### src/hdl/icgm_pkg.sv
// Shared types, codes and reset values for the input change glitch monitor.
`timescale 1ns / 1ps

package icgm_pkg;

   localparam int DEFAULT_INPUT_WIDTH = 16;
   localparam int LEVEL_W             = 16;
   localparam int TIME_W              = 32;
   localparam int COUNT_W             = 8;
   localparam int RATE_W              = 16;
   localparam int KIND_W              = 2;
   localparam int CSR_IDX_W           = 3;
   localparam int CSR_DATA_W          = 32;

   // Result queue: depth must be a power of two and at least four.
   localparam int FIFO_DEPTH = 4;
   localparam int FIFO_PTR_W = 2;
   localparam int FIFO_CNT_W = 3;

   localparam logic [KIND_W-1:0] KIND_CHANGE   = 2'd0;
   localparam logic [KIND_W-1:0] KIND_GLITCH   = 2'd1;
   localparam logic [KIND_W-1:0] KIND_FILTERED = 2'd2;
   localparam logic [KIND_W-1:0] KIND_SUMMARY  = 2'd3;

   localparam logic [CSR_IDX_W-1:0] CSR_WATCH_MASK    = 3'd0;
   localparam logic [CSR_IDX_W-1:0] CSR_GLITCH_WINDOW = 3'd1;
   localparam logic [CSR_IDX_W-1:0] CSR_FILTER_TIME   = 3'd2;
   localparam logic [CSR_IDX_W-1:0] CSR_MAX_EVENTS    = 3'd3;
   localparam logic [CSR_IDX_W-1:0] CSR_RATE_WINDOW   = 3'd4;

   localparam logic [LEVEL_W-1:0] RESET_WATCH_MASK    = 16'd2047;
   localparam logic [TIME_W-1:0]  RESET_GLITCH_WINDOW = 32'd5000;
   localparam logic [TIME_W-1:0]  RESET_FILTER_TIME   = 32'd3000;
   localparam logic [COUNT_W-1:0] RESET_MAX_EVENTS    = 8'd10;
   localparam logic [RATE_W-1:0]  RESET_RATE_WINDOW   = 16'd1000;

   typedef struct packed {
      logic [LEVEL_W-1:0] watch_mask;
      logic [TIME_W-1:0]  glitch_window_us;
      logic [TIME_W-1:0]  filter_time_us;
      logic [COUNT_W-1:0] max_events_per_window;
      logic [RATE_W-1:0]  rate_window_ms;
   } icgm_cfg_type;

   typedef struct packed {
      logic [LEVEL_W-1:0] raw_inputs;
      logic [TIME_W-1:0]  time_us;
      logic [TIME_W-1:0]  time_ms;
   } icgm_item_type;

   typedef struct packed {
      logic [KIND_W-1:0]  event_kind;
      logic [LEVEL_W-1:0] changed_bits;
      logic [LEVEL_W-1:0] new_levels;
      logic [TIME_W-1:0]  duration_us;
      logic [TIME_W-1:0]  suppressed_count;
      logic [TIME_W-1:0]  glitch_total;
      logic               last_of_run;
   } icgm_result_type;

endpackage

### src/hdl/input_change_glitch_monitor_top.sv
// Top level of the input change glitch monitor: sample register, config, core and queue.
//
//   channel  direction  handshake            payload
//   req      in         req_valid/req_stall  raw_inputs, time_us, time_ms
//   rsp      out        rsp_valid/rsp_stall  event_kind .. last_of_run
//   csr      in         csr_valid/csr_ready  csr_index, csr_wdata
//
// A sample taken at an edge sits in the sample register, where the core judges it; once
// the queue has room for two words, its words are written into the four-word queue and
// are offered at rsp from then on.
// One sample per cycle is taken while req_stall is low; a sample that gives a summary and
// an event puts two words in the queue, which drains one word a cycle while rsp_stall is low.
// req_stall rises only when the queue lacks room for two words and a sample is held.
// Reset is synchronous; it clears the control state and restores the register defaults.
`timescale 1ns / 1ps

module input_change_glitch_monitor_top
   import icgm_pkg::*;
#(
   parameter int INPUT_WIDTH = DEFAULT_INPUT_WIDTH
) (
   input  logic                   clock,
   input  logic                   reset,
   input  logic                   req_valid,
   output logic                   req_stall,
   input  logic [INPUT_WIDTH-1:0] req_raw_inputs,
   input  logic [TIME_W-1:0]      req_time_us,
   input  logic [TIME_W-1:0]      req_time_ms,
   output logic                   rsp_valid,
   input  logic                   rsp_stall,
   output logic [KIND_W-1:0]      rsp_event_kind,
   output logic [LEVEL_W-1:0]     rsp_changed_bits,
   output logic [LEVEL_W-1:0]     rsp_new_levels,
   output logic [TIME_W-1:0]      rsp_duration_us,
   output logic [TIME_W-1:0]      rsp_suppressed_count,
   output logic [TIME_W-1:0]      rsp_glitch_total,
   output logic                   rsp_last_of_run,
   input  logic                   csr_valid,
   output logic                   csr_ready,
   input  logic [CSR_IDX_W-1:0]   csr_index,
   input  logic [CSR_DATA_W-1:0]  csr_wdata
);

   localparam int LVL_W = (INPUT_WIDTH < LEVEL_W) ? INPUT_WIDTH : LEVEL_W;

   icgm_cfg_type    cfg_ff, cfg_in;
   logic            held_ff, held_in;
   icgm_item_type   item_ff;
   icgm_item_type   item_in;
   logic            accept;
   logic            go;
   logic            has_room;
   logic [1:0]      res_count;
   icgm_result_type res0;
   icgm_result_type res1;
   icgm_result_type out_word;

   always_comb begin
      csr_ready = 1'b1;
      cfg_in    = cfg_ff;
      if (csr_valid) begin
         case (csr_index)
            CSR_WATCH_MASK:    cfg_in.watch_mask            = csr_wdata[LEVEL_W-1:0];
            CSR_GLITCH_WINDOW: cfg_in.glitch_window_us      = csr_wdata[TIME_W-1:0];
            CSR_FILTER_TIME:   cfg_in.filter_time_us        = csr_wdata[TIME_W-1:0];
            CSR_MAX_EVENTS:    cfg_in.max_events_per_window = csr_wdata[COUNT_W-1:0];
            CSR_RATE_WINDOW:   cfg_in.rate_window_ms        = csr_wdata[RATE_W-1:0];
            default:           cfg_in                       = cfg_ff;
         endcase
      end
   end

   always_comb begin
      item_in.raw_inputs             = '0;
      item_in.raw_inputs[LVL_W-1:0]  = req_raw_inputs[LVL_W-1:0];
      item_in.time_us                = req_time_us;
      item_in.time_ms                = req_time_ms;

      go        = held_ff && has_room;
      req_stall = held_ff && !has_room;
      accept    = req_valid && !req_stall;
      held_in   = accept ? 1'b1 : (go ? 1'b0 : held_ff);
   end

   always_ff @(posedge clock) begin
      if (reset) begin
         cfg_ff.watch_mask            <= RESET_WATCH_MASK;
         cfg_ff.glitch_window_us      <= RESET_GLITCH_WINDOW;
         cfg_ff.filter_time_us        <= RESET_FILTER_TIME;
         cfg_ff.max_events_per_window <= RESET_MAX_EVENTS;
         cfg_ff.rate_window_ms        <= RESET_RATE_WINDOW;
         held_ff                      <= 1'b0;
      end else begin
         cfg_ff  <= cfg_in;
         held_ff <= held_in;
      end
   end

   always_ff @(posedge clock) begin
      if (accept) begin
         item_ff <= item_in;
      end
   end

   icgm_core u_core (
      .clock     (clock),
      .reset     (reset),
      .cfg       (cfg_ff),
      .go        (go),
      .item      (item_ff),
      .res_count (res_count),
      .res0      (res0),
      .res1      (res1)
   );

   icgm_fifo u_fifo (
      .clock      (clock),
      .reset      (reset),
      .push_count (res_count),
      .push0      (res0),
      .push1      (res1),
      .has_room   (has_room),
      .out_valid  (rsp_valid),
      .out_stall  (rsp_stall),
      .out_word   (out_word)
   );

   assign rsp_event_kind       = out_word.event_kind;
   assign rsp_changed_bits     = out_word.changed_bits;
   assign rsp_new_levels       = out_word.new_levels;
   assign rsp_duration_us      = out_word.duration_us;
   assign rsp_suppressed_count = out_word.suppressed_count;
   assign rsp_glitch_total     = out_word.glitch_total;
   assign rsp_last_of_run      = out_word.last_of_run;

endmodule

### src/hdl/icgm_core.sv
// Change detection, glitch classification and rate limiting for one held sample.
`timescale 1ns / 1ps

module icgm_core
   import icgm_pkg::*;
(
   input  logic            clock,
   input  logic            reset,
   input  icgm_cfg_type    cfg,
   input  logic            go,
   input  icgm_item_type   item,
   output logic [1:0]      res_count,
   output icgm_result_type res0,
   output icgm_result_type res1
);

   logic               started_ff, started_in;
   logic [LEVEL_W-1:0] prev_levels_ff, prev_levels_in;
   logic [LEVEL_W-1:0] prev_changed_ff, prev_changed_in;
   logic [TIME_W-1:0]  prev_time_ff, prev_time_in;
   logic [TIME_W-1:0]  win_start_ff, win_start_in;
   logic [COUNT_W-1:0] win_count_ff, win_count_in;
   logic [TIME_W-1:0]  suppressed_ff, suppressed_in;
   logic [TIME_W-1:0]  glitches_ff, glitches_in;

   logic [LEVEL_W-1:0] levels;
   logic [LEVEL_W-1:0] changed;
   logic [TIME_W-1:0]  dt;
   logic [TIME_W-1:0]  win_age;
   logic               active;
   logic               glitch;
   logic               new_window;
   logic               summary;
   logic               report;
   logic [COUNT_W-1:0] count_eff;
   logic [TIME_W-1:0]  supp_eff;
   logic [KIND_W-1:0]  kind;
   icgm_result_type    sum_res;
   icgm_result_type    evt_res;

   always_comb begin
      levels     = item.raw_inputs & cfg.watch_mask;
      changed    = levels ^ prev_levels_ff;
      dt         = item.time_us - prev_time_ff;
      win_age    = item.time_ms - win_start_ff;
      active     = started_ff && (levels != prev_levels_ff);
      glitch     = (changed == prev_changed_ff) && (dt < cfg.glitch_window_us);
      new_window = win_age >= {{(TIME_W-RATE_W){1'b0}}, cfg.rate_window_ms};
      summary    = active && new_window && (suppressed_ff != '0);
      count_eff  = new_window ? '0 : win_count_ff;
      supp_eff   = new_window ? '0 : suppressed_ff;
      report     = active && (count_eff < cfg.max_events_per_window);

      if (!glitch) begin
         kind = KIND_CHANGE;
      end else if (dt < cfg.filter_time_us) begin
         kind = KIND_FILTERED;
      end else begin
         kind = KIND_GLITCH;
      end

      glitches_in = glitches_ff;
      if (go && active && glitch) begin
         glitches_in = glitches_ff + 1'b1;
      end

      sum_res.event_kind       = KIND_SUMMARY;
      sum_res.changed_bits     = '0;
      sum_res.new_levels       = '0;
      sum_res.duration_us      = '0;
      sum_res.suppressed_count = suppressed_ff;
      sum_res.glitch_total     = glitches_in;
      sum_res.last_of_run      = !report;

      evt_res.event_kind       = kind;
      evt_res.changed_bits     = changed;
      evt_res.new_levels       = levels;
      evt_res.duration_us      = dt;
      evt_res.suppressed_count = '0;
      evt_res.glitch_total     = glitches_in;
      evt_res.last_of_run      = 1'b1;

      res0      = summary ? sum_res : evt_res;
      res1      = evt_res;
      res_count = go ? ({1'b0, summary} + {1'b0, report}) : 2'd0;

      started_in      = started_ff;
      prev_levels_in  = prev_levels_ff;
      prev_changed_in = prev_changed_ff;
      prev_time_in    = prev_time_ff;
      win_start_in    = win_start_ff;
      win_count_in    = win_count_ff;
      suppressed_in   = suppressed_ff;

      if (go && !started_ff) begin
         // The first sample only sets the reference levels.
         started_in     = 1'b1;
         prev_levels_in = levels;
      end else if (go && active) begin
         prev_levels_in  = levels;
         prev_changed_in = changed;
         prev_time_in    = item.time_us;
         if (new_window) begin
            win_start_in = item.time_ms;
         end
         if (report) begin
            win_count_in  = count_eff + 1'b1;
            suppressed_in = supp_eff;
         end else begin
            win_count_in  = count_eff;
            suppressed_in = (supp_eff == '1) ? supp_eff : supp_eff + 1'b1;
         end
      end
   end

   always_ff @(posedge clock) begin
      if (reset) begin
         started_ff      <= 1'b0;
         prev_levels_ff  <= '0;
         prev_changed_ff <= '0;
         prev_time_ff    <= '0;
         win_start_ff    <= '0;
         win_count_ff    <= '0;
         suppressed_ff   <= '0;
         glitches_ff     <= '0;
      end else begin
         started_ff      <= started_in;
         prev_levels_ff  <= prev_levels_in;
         prev_changed_ff <= prev_changed_in;
         prev_time_ff    <= prev_time_in;
         win_start_ff    <= win_start_in;
         win_count_ff    <= win_count_in;
         suppressed_ff   <= suppressed_in;
         glitches_ff     <= glitches_in;
      end
   end

endmodule

### src/hdl/icgm_fifo.sv
// Small result queue that takes up to two words per cycle and gives one while out_stall is low.
`timescale 1ns / 1ps

module icgm_fifo
   import icgm_pkg::*;
(
   input  logic            clock,
   input  logic            reset,
   input  logic [1:0]      push_count,
   input  icgm_result_type push0,
   input  icgm_result_type push1,
   output logic            has_room,
   output logic            out_valid,
   input  logic            out_stall,
   output icgm_result_type out_word
);

   icgm_result_type        mem_ff [FIFO_DEPTH];
   logic [FIFO_PTR_W-1:0]  wr_ptr_ff, wr_ptr_in;
   logic [FIFO_PTR_W-1:0]  rd_ptr_ff, rd_ptr_in;
   logic [FIFO_CNT_W-1:0]  count_ff, count_in;
   logic [FIFO_PTR_W-1:0]  wr_next;
   logic                   pop;

   always_comb begin
      wr_next   = wr_ptr_ff + 1'b1;
      out_valid = count_ff != '0;
      out_word  = mem_ff[rd_ptr_ff];
      pop       = out_valid && !out_stall;
      // Room for two words is judged before this cycle's pop.
      has_room  = count_ff <= FIFO_CNT_W'(FIFO_DEPTH - 2);
      wr_ptr_in = wr_ptr_ff + FIFO_PTR_W'(push_count);
      rd_ptr_in = pop ? rd_ptr_ff + 1'b1 : rd_ptr_ff;
      count_in  = count_ff + FIFO_CNT_W'(push_count) - FIFO_CNT_W'(pop);
   end

   always_ff @(posedge clock) begin
      if (push_count != 2'd0) begin
         mem_ff[wr_ptr_ff] <= push0;
      end
      if (push_count == 2'd2) begin
         mem_ff[wr_next] <= push1;
      end
   end

   always_ff @(posedge clock) begin
      if (reset) begin
         wr_ptr_ff <= '0;
         rd_ptr_ff <= '0;
         count_ff  <= '0;
      end else begin
         wr_ptr_ff <= wr_ptr_in;
         rd_ptr_ff <= rd_ptr_in;
         count_ff  <= count_in;
      end
   end

endmodule

### config.mk
export PLATFORM = sky130hd
export DESIGN_NAME = input_change_glitch_monitor_top
export DESIGN_NICKNAME = d
export VERILOG_FILES = /design/src/hdl/icgm_pkg.sv /design/src/hdl/input_change_glitch_monitor_top.sv /design/src/hdl/icgm_core.sv /design/src/hdl/icgm_fifo.sv
export SDC_FILE = /design/constraint.sdc
export NUM_CORES = 2
export LEC_CHECK = 0
export BUFFER_PORTS_ARGS = -buffer_cell sky130_fd_sc_hd__buf_2
export CORE_ASPECT_RATIO = 1.75
export CORE_MARGIN = 2
export CORE_UTILIZATION = 45
export DETAILED_ROUTE_END_ITERATION = 10
export GPL_TIMING_DRIVEN = 0
export PLACE_DENSITY = 0.59
export SETUP_SLACK_MARGIN = 0.15
export SLEW_MARGIN = 10
export SYNTH_ARGS = -nofsm -noshare
export SYNTH_HDL_FRONTEND = slang
export SYNTH_SLANG_ARGS = --single-unit
### constraint.sdc
create_clock -name clock -period 23.3 [get_ports clock]
set_input_delay 4.66 -clock clock [delete_from_list [all_inputs] [get_ports clock]]
set_output_delay 4.66 -clock clock [all_outputs]
set_load 0.1 [all_outputs]
==> results.rst <==
.. list-table::
   :header-rows: 1

   * - Metric
     - Value
   * - Count of unique library cells instantiated by Yosys
     - 77
   * - Largest clock skew in the final design
     - 22.3 ps
   * - Worst setup slack after layout
     - 12110 ps
   * - Clock-pin slew on the worst setup and hold paths
     - 60 ps
   * - Status
     - finished, final reports clean
   * - Cell types with the largest area share after synthesis
     - sky130_fd_sc_hd__edfxtp_1 (35%), sky130_fd_sc_hd__dfxtp_1 (20%), sky130_fd_sc_hd__mux4_2 (7.2%)
   * - Worst path slowest cell
     - sky130_fd_sc_hd__or4b_2
   * - Total overflow reported by the global router
     - 0
   * - Min-Delay Path Class
     - register to register
   * - Buffer depth of the longest clock path
     - 3
   * - Number of standard cells after synthesis
     - 3767
   * - Vertical die dimension
     - 402 um
   * - Number of rows in the core area
     - 146
   * - Violation count after the first detailed-route iteration
     - 1764
   * - Cell type with the highest aggregate area in the netlist
     - sky130_fd_sc_hd__edfxtp_1
   * - Setup violation total in the final timing report
     - 0
   * - DPL Wire Length
     - 90300 um
   * - Measured slew at the worst slew-check pin
     - 1210 ps
   * - Number of buffers inserted by hold repair at cts
     - 0
   * - CTS tree
     - yes
   * - Leakage dissipation
     - 0.0165 uW
   * - Syn nets
     - 4046
   * - Relative slew slack
     - 18.8%
   * - Post-Route Setup TNS
     - 0 ps
   * - Setup repair after global routing missed its margin
     - no
   * - Crit path kind
     - register to register
   * - Global-route wire length before repair
     - 180000 um
   * - Power Density
     - 91.7 nW/um^2
   * - Final WL
     - 120000 um
   * - Num Clock Sinks
     - 887
   * - Growth of design area from synthesis to finish
     - 14.5%
   * - Vias
     - 29800
   * - Slowest Stage Delay on Critical Path
     - 690 ps
   * - CP Data Arrival Time
     - 11570 ps
   * - Final Slew Violations
     - 0
   * - Worst-path fanout max
     - 51
   * - Setup slack after placement
     - 12220 ps
   * - Utilization after layout
     - 51.8%
   * - Post-synthesis instance area
     - 40800 um^2
   * - Routability congestion estimate
     - 0.928
   * - Drt drc
     - 0
   * - Final worst path period need
     - 11190 ps
   * - Post-synth top area share
     - 34.8%
   * - Maximum vdd drop
     - 0.0660 mV
   * - Antenna viol nets, final
     - 0
   * - Number of vias per cell
     - 5.54
   * - Buf/Inv on CP
     - 7
   * - Initial antenna violation count
     - 11
   * - Type of origin of the critical path
     - register
   * - Max capacitance violation total
     - 0
   * - Number of H-tree levels
     - 3
   * - Count of state elements after synthesis
     - 887
   * - Clock insertion delay at the later pin of the skew report
     - 690 ps
   * - Number of resized instances in the post-cts repair step
     - 0
   * - Wire per inst
     - 22.4 um
   * - Async set or reset register ratio after synthesis
     - 0%
   * - Post-route fraction of the period consumed by the critical path
     - 48.0%
   * - Total power after layout
     - 4280 uW
   * - I/O Buffers
     - 250
   * - Maximum number of pins on one net before global-route repair
     - 63
   * - Horiz. Die Dim
     - 231 um
   * - Kind of end point of the critical path
     - register
   * - Iteration count of the initial detailed-routing pass
     - 5
   * - Post-synth EDFFs
     - 472
   * - Number of global-route vias before repair
     - 30000
   * - Synthesized area per cell
     - 10.8 um^2
   * - Clock tree root buffer cell
     - sky130_fd_sc_hd__clkbuf_16
   * - Number of setup buffers added after CTS
     - 0
   * - Top-level I/O count
     - 254
   * - Share of post-route cells with drive strength above 1
     - 14.3%
   * - Total CTS buffers
     - 84
   * - Final net count
     - 4394
   * - Primary flip-flop cell chosen by synthesis mapping
     - sky130_fd_sc_hd__edfxtp_1
   * - Placeable core region
     - 90100 um^2
   * - Gr usage total
     - 25.9%
   * - Number of warning messages in the yosys log
     - 0
   * - Hold Fails Final Rpt
     - 0
   * - WP data required
     - 23680 ps
   * - Fmax
     - 0.0894 GHz
   * - Overall die area
     - 93100 um^2
   * - Initial Utilization
     - 45.3%
   * - Top Family by Delay on Critical Path
     - compound AO/OA/AOI/OAI gates
   * - Cell occurring most often along the worst timing path
     - sky130_fd_sc_hd__o21ai_0
   * - Part of the Yosys area used for sequential elements
     - 55.2%
## worst reg2reg max path, delay by kind of cell (launching register included)
kind / cells / cell delay (ps)
adder cells (fa/ha/maj): 4 / 1160
AND/OR/NAND/NOR: 10 / 2840
flip-flops: 1 / 390
XOR/XNOR: 1 / 100
AO/OA/AOI/OAI: 12 / 3450
buffers and inverters: 7 / 2890
## synth_stat cells (all sizes together), types with 62 or more instances
library cell and number:
a21oi 263, a22o 128, buf 62, clkbuf 174
dfxtp 415, edfxtp 472, ha 156, inv 208
mux4 131, nand2 430, nor2 551, o21ai 68
xnor2 72
## registers in the layout (all words and copies together) (netlist names), 3 cells and up, named ones only
signal,flops
item_ff,80
u_fifo.count_ff,3
u_core.prev_time_ff,32
u_core.win_count_ff,8
u_fifo.mem_ff,524
u_core.prev_changed_ff,16
u_core.suppressed_ff,32
cfg_ff,104
u_core.glitches_ff,32
u_core.win_start_ff,32
u_core.prev_levels_ff,16
## worst paths after layout
kind | start | to | slack (ps) | cells past startpoint
worst min-delay path | u_core.win_start_ff[25] | u_core.win_start_ff[25] | 450 | 2
worst max-delay path | item_ff[8] | u_fifo.mem_ff[3][78] | 12110 | 34
worst max register to register | item_ff[8] | u_fifo.mem_ff[3][78] | 12110 | 34
worst min register to register | u_core.win_start_ff[25] | u_core.win_start_ff[25] | 450 | 2
## per-layer routing
layer  track usage (%)  wire length, um
met1              28.3            44200
met2              47.9            64100
met3              3.66             5720
met4              13.6             6270
met5                 0               72
## report_power, final
group          switching (uW)  internal [uW]
logic                     853            295
registers                20.0           1680
clock network             621            813
## logic make-up (layout without fill, tap and decap cells)
| kind of cell | Yosys count | after routing | share of synthesized area [%] |
|---|---|---|---|
| adder cells (fa/ha/maj) | 159 | 159 | 4.94 |
| buffers and inverters | 445 | 865 | 4.24 |
| flip-flops | 887 | 887 | 55.2 |
| AND/OR/NAND/NOR | 1330 | 1330 | 14.4 |
| other | 1 | 5 | 0.00920 |
| AO/OA/AOI/OAI | 684 | 684 | 11.2 |
| multiplexers | 143 | 143 | 7.54 |
| XOR/XNOR | 118 | 118 | 2.54 |
## layout by cell type, fill, tap and decap left out, drive strengths merged, types with 10 or more instances in the layout
cell type / synthesis / routed
nor2: 551 / 551
edfxtp: 472 / 472
nand2: 430 / 430
dfxtp: 415 / 415
buf: 62 / 324
clkbuf: 174 / 289
a21oi: 263 / 263
inv: 208 / 213
ha: 156 / 156
mux4: 131 / 131
a22o: 128 / 128
xnor2: 72 / 72
o21ai: 68 / 68
nand3: 61 / 61
a21o: 55 / 55
xor2: 46 / 46
nand4: 44 / 44
nor3: 41 / 41
and3: 35 / 35
o211ai: 31 / 31
nor2b: 31 / 31
clkinv: 1 / 26
and2: 24 / 24
a211oi: 22 / 22
nor4: 21 / 21
o21a: 19 / 19
or3: 15 / 15
a31o: 14 / 14
nand2b: 13 / 13
nor4b: 12 / 12
o2111ai: 11 / 11
or2: 11 / 11
or4: 10 / 10
and4: 10 / 10
## stage by stage
step	area (um^2)	cells	hold slack, ps
after floorplan	40800	3767	434
after global placement	43500	5201	441
after detailed placement	43800	5213	446
after CTS	46600	5371	455
after global routing	46700	5372	471
final	46700	5375	453
## final cells by class
class,instances,area [um^2]
Timing Repair Buffer,262,1480
Buffer,236,946
Tap cell,1184,1480
Multi-Input combinational cell,2435,16600
Clock buffer,115,2460
Sequential cell,887,22500
Clock inverter,43,423
Antenna cell,4,10.0
Fill cell,8241,43400
Inverter,209,805
No activity file was read; power rests on OpenSTA's default activity.
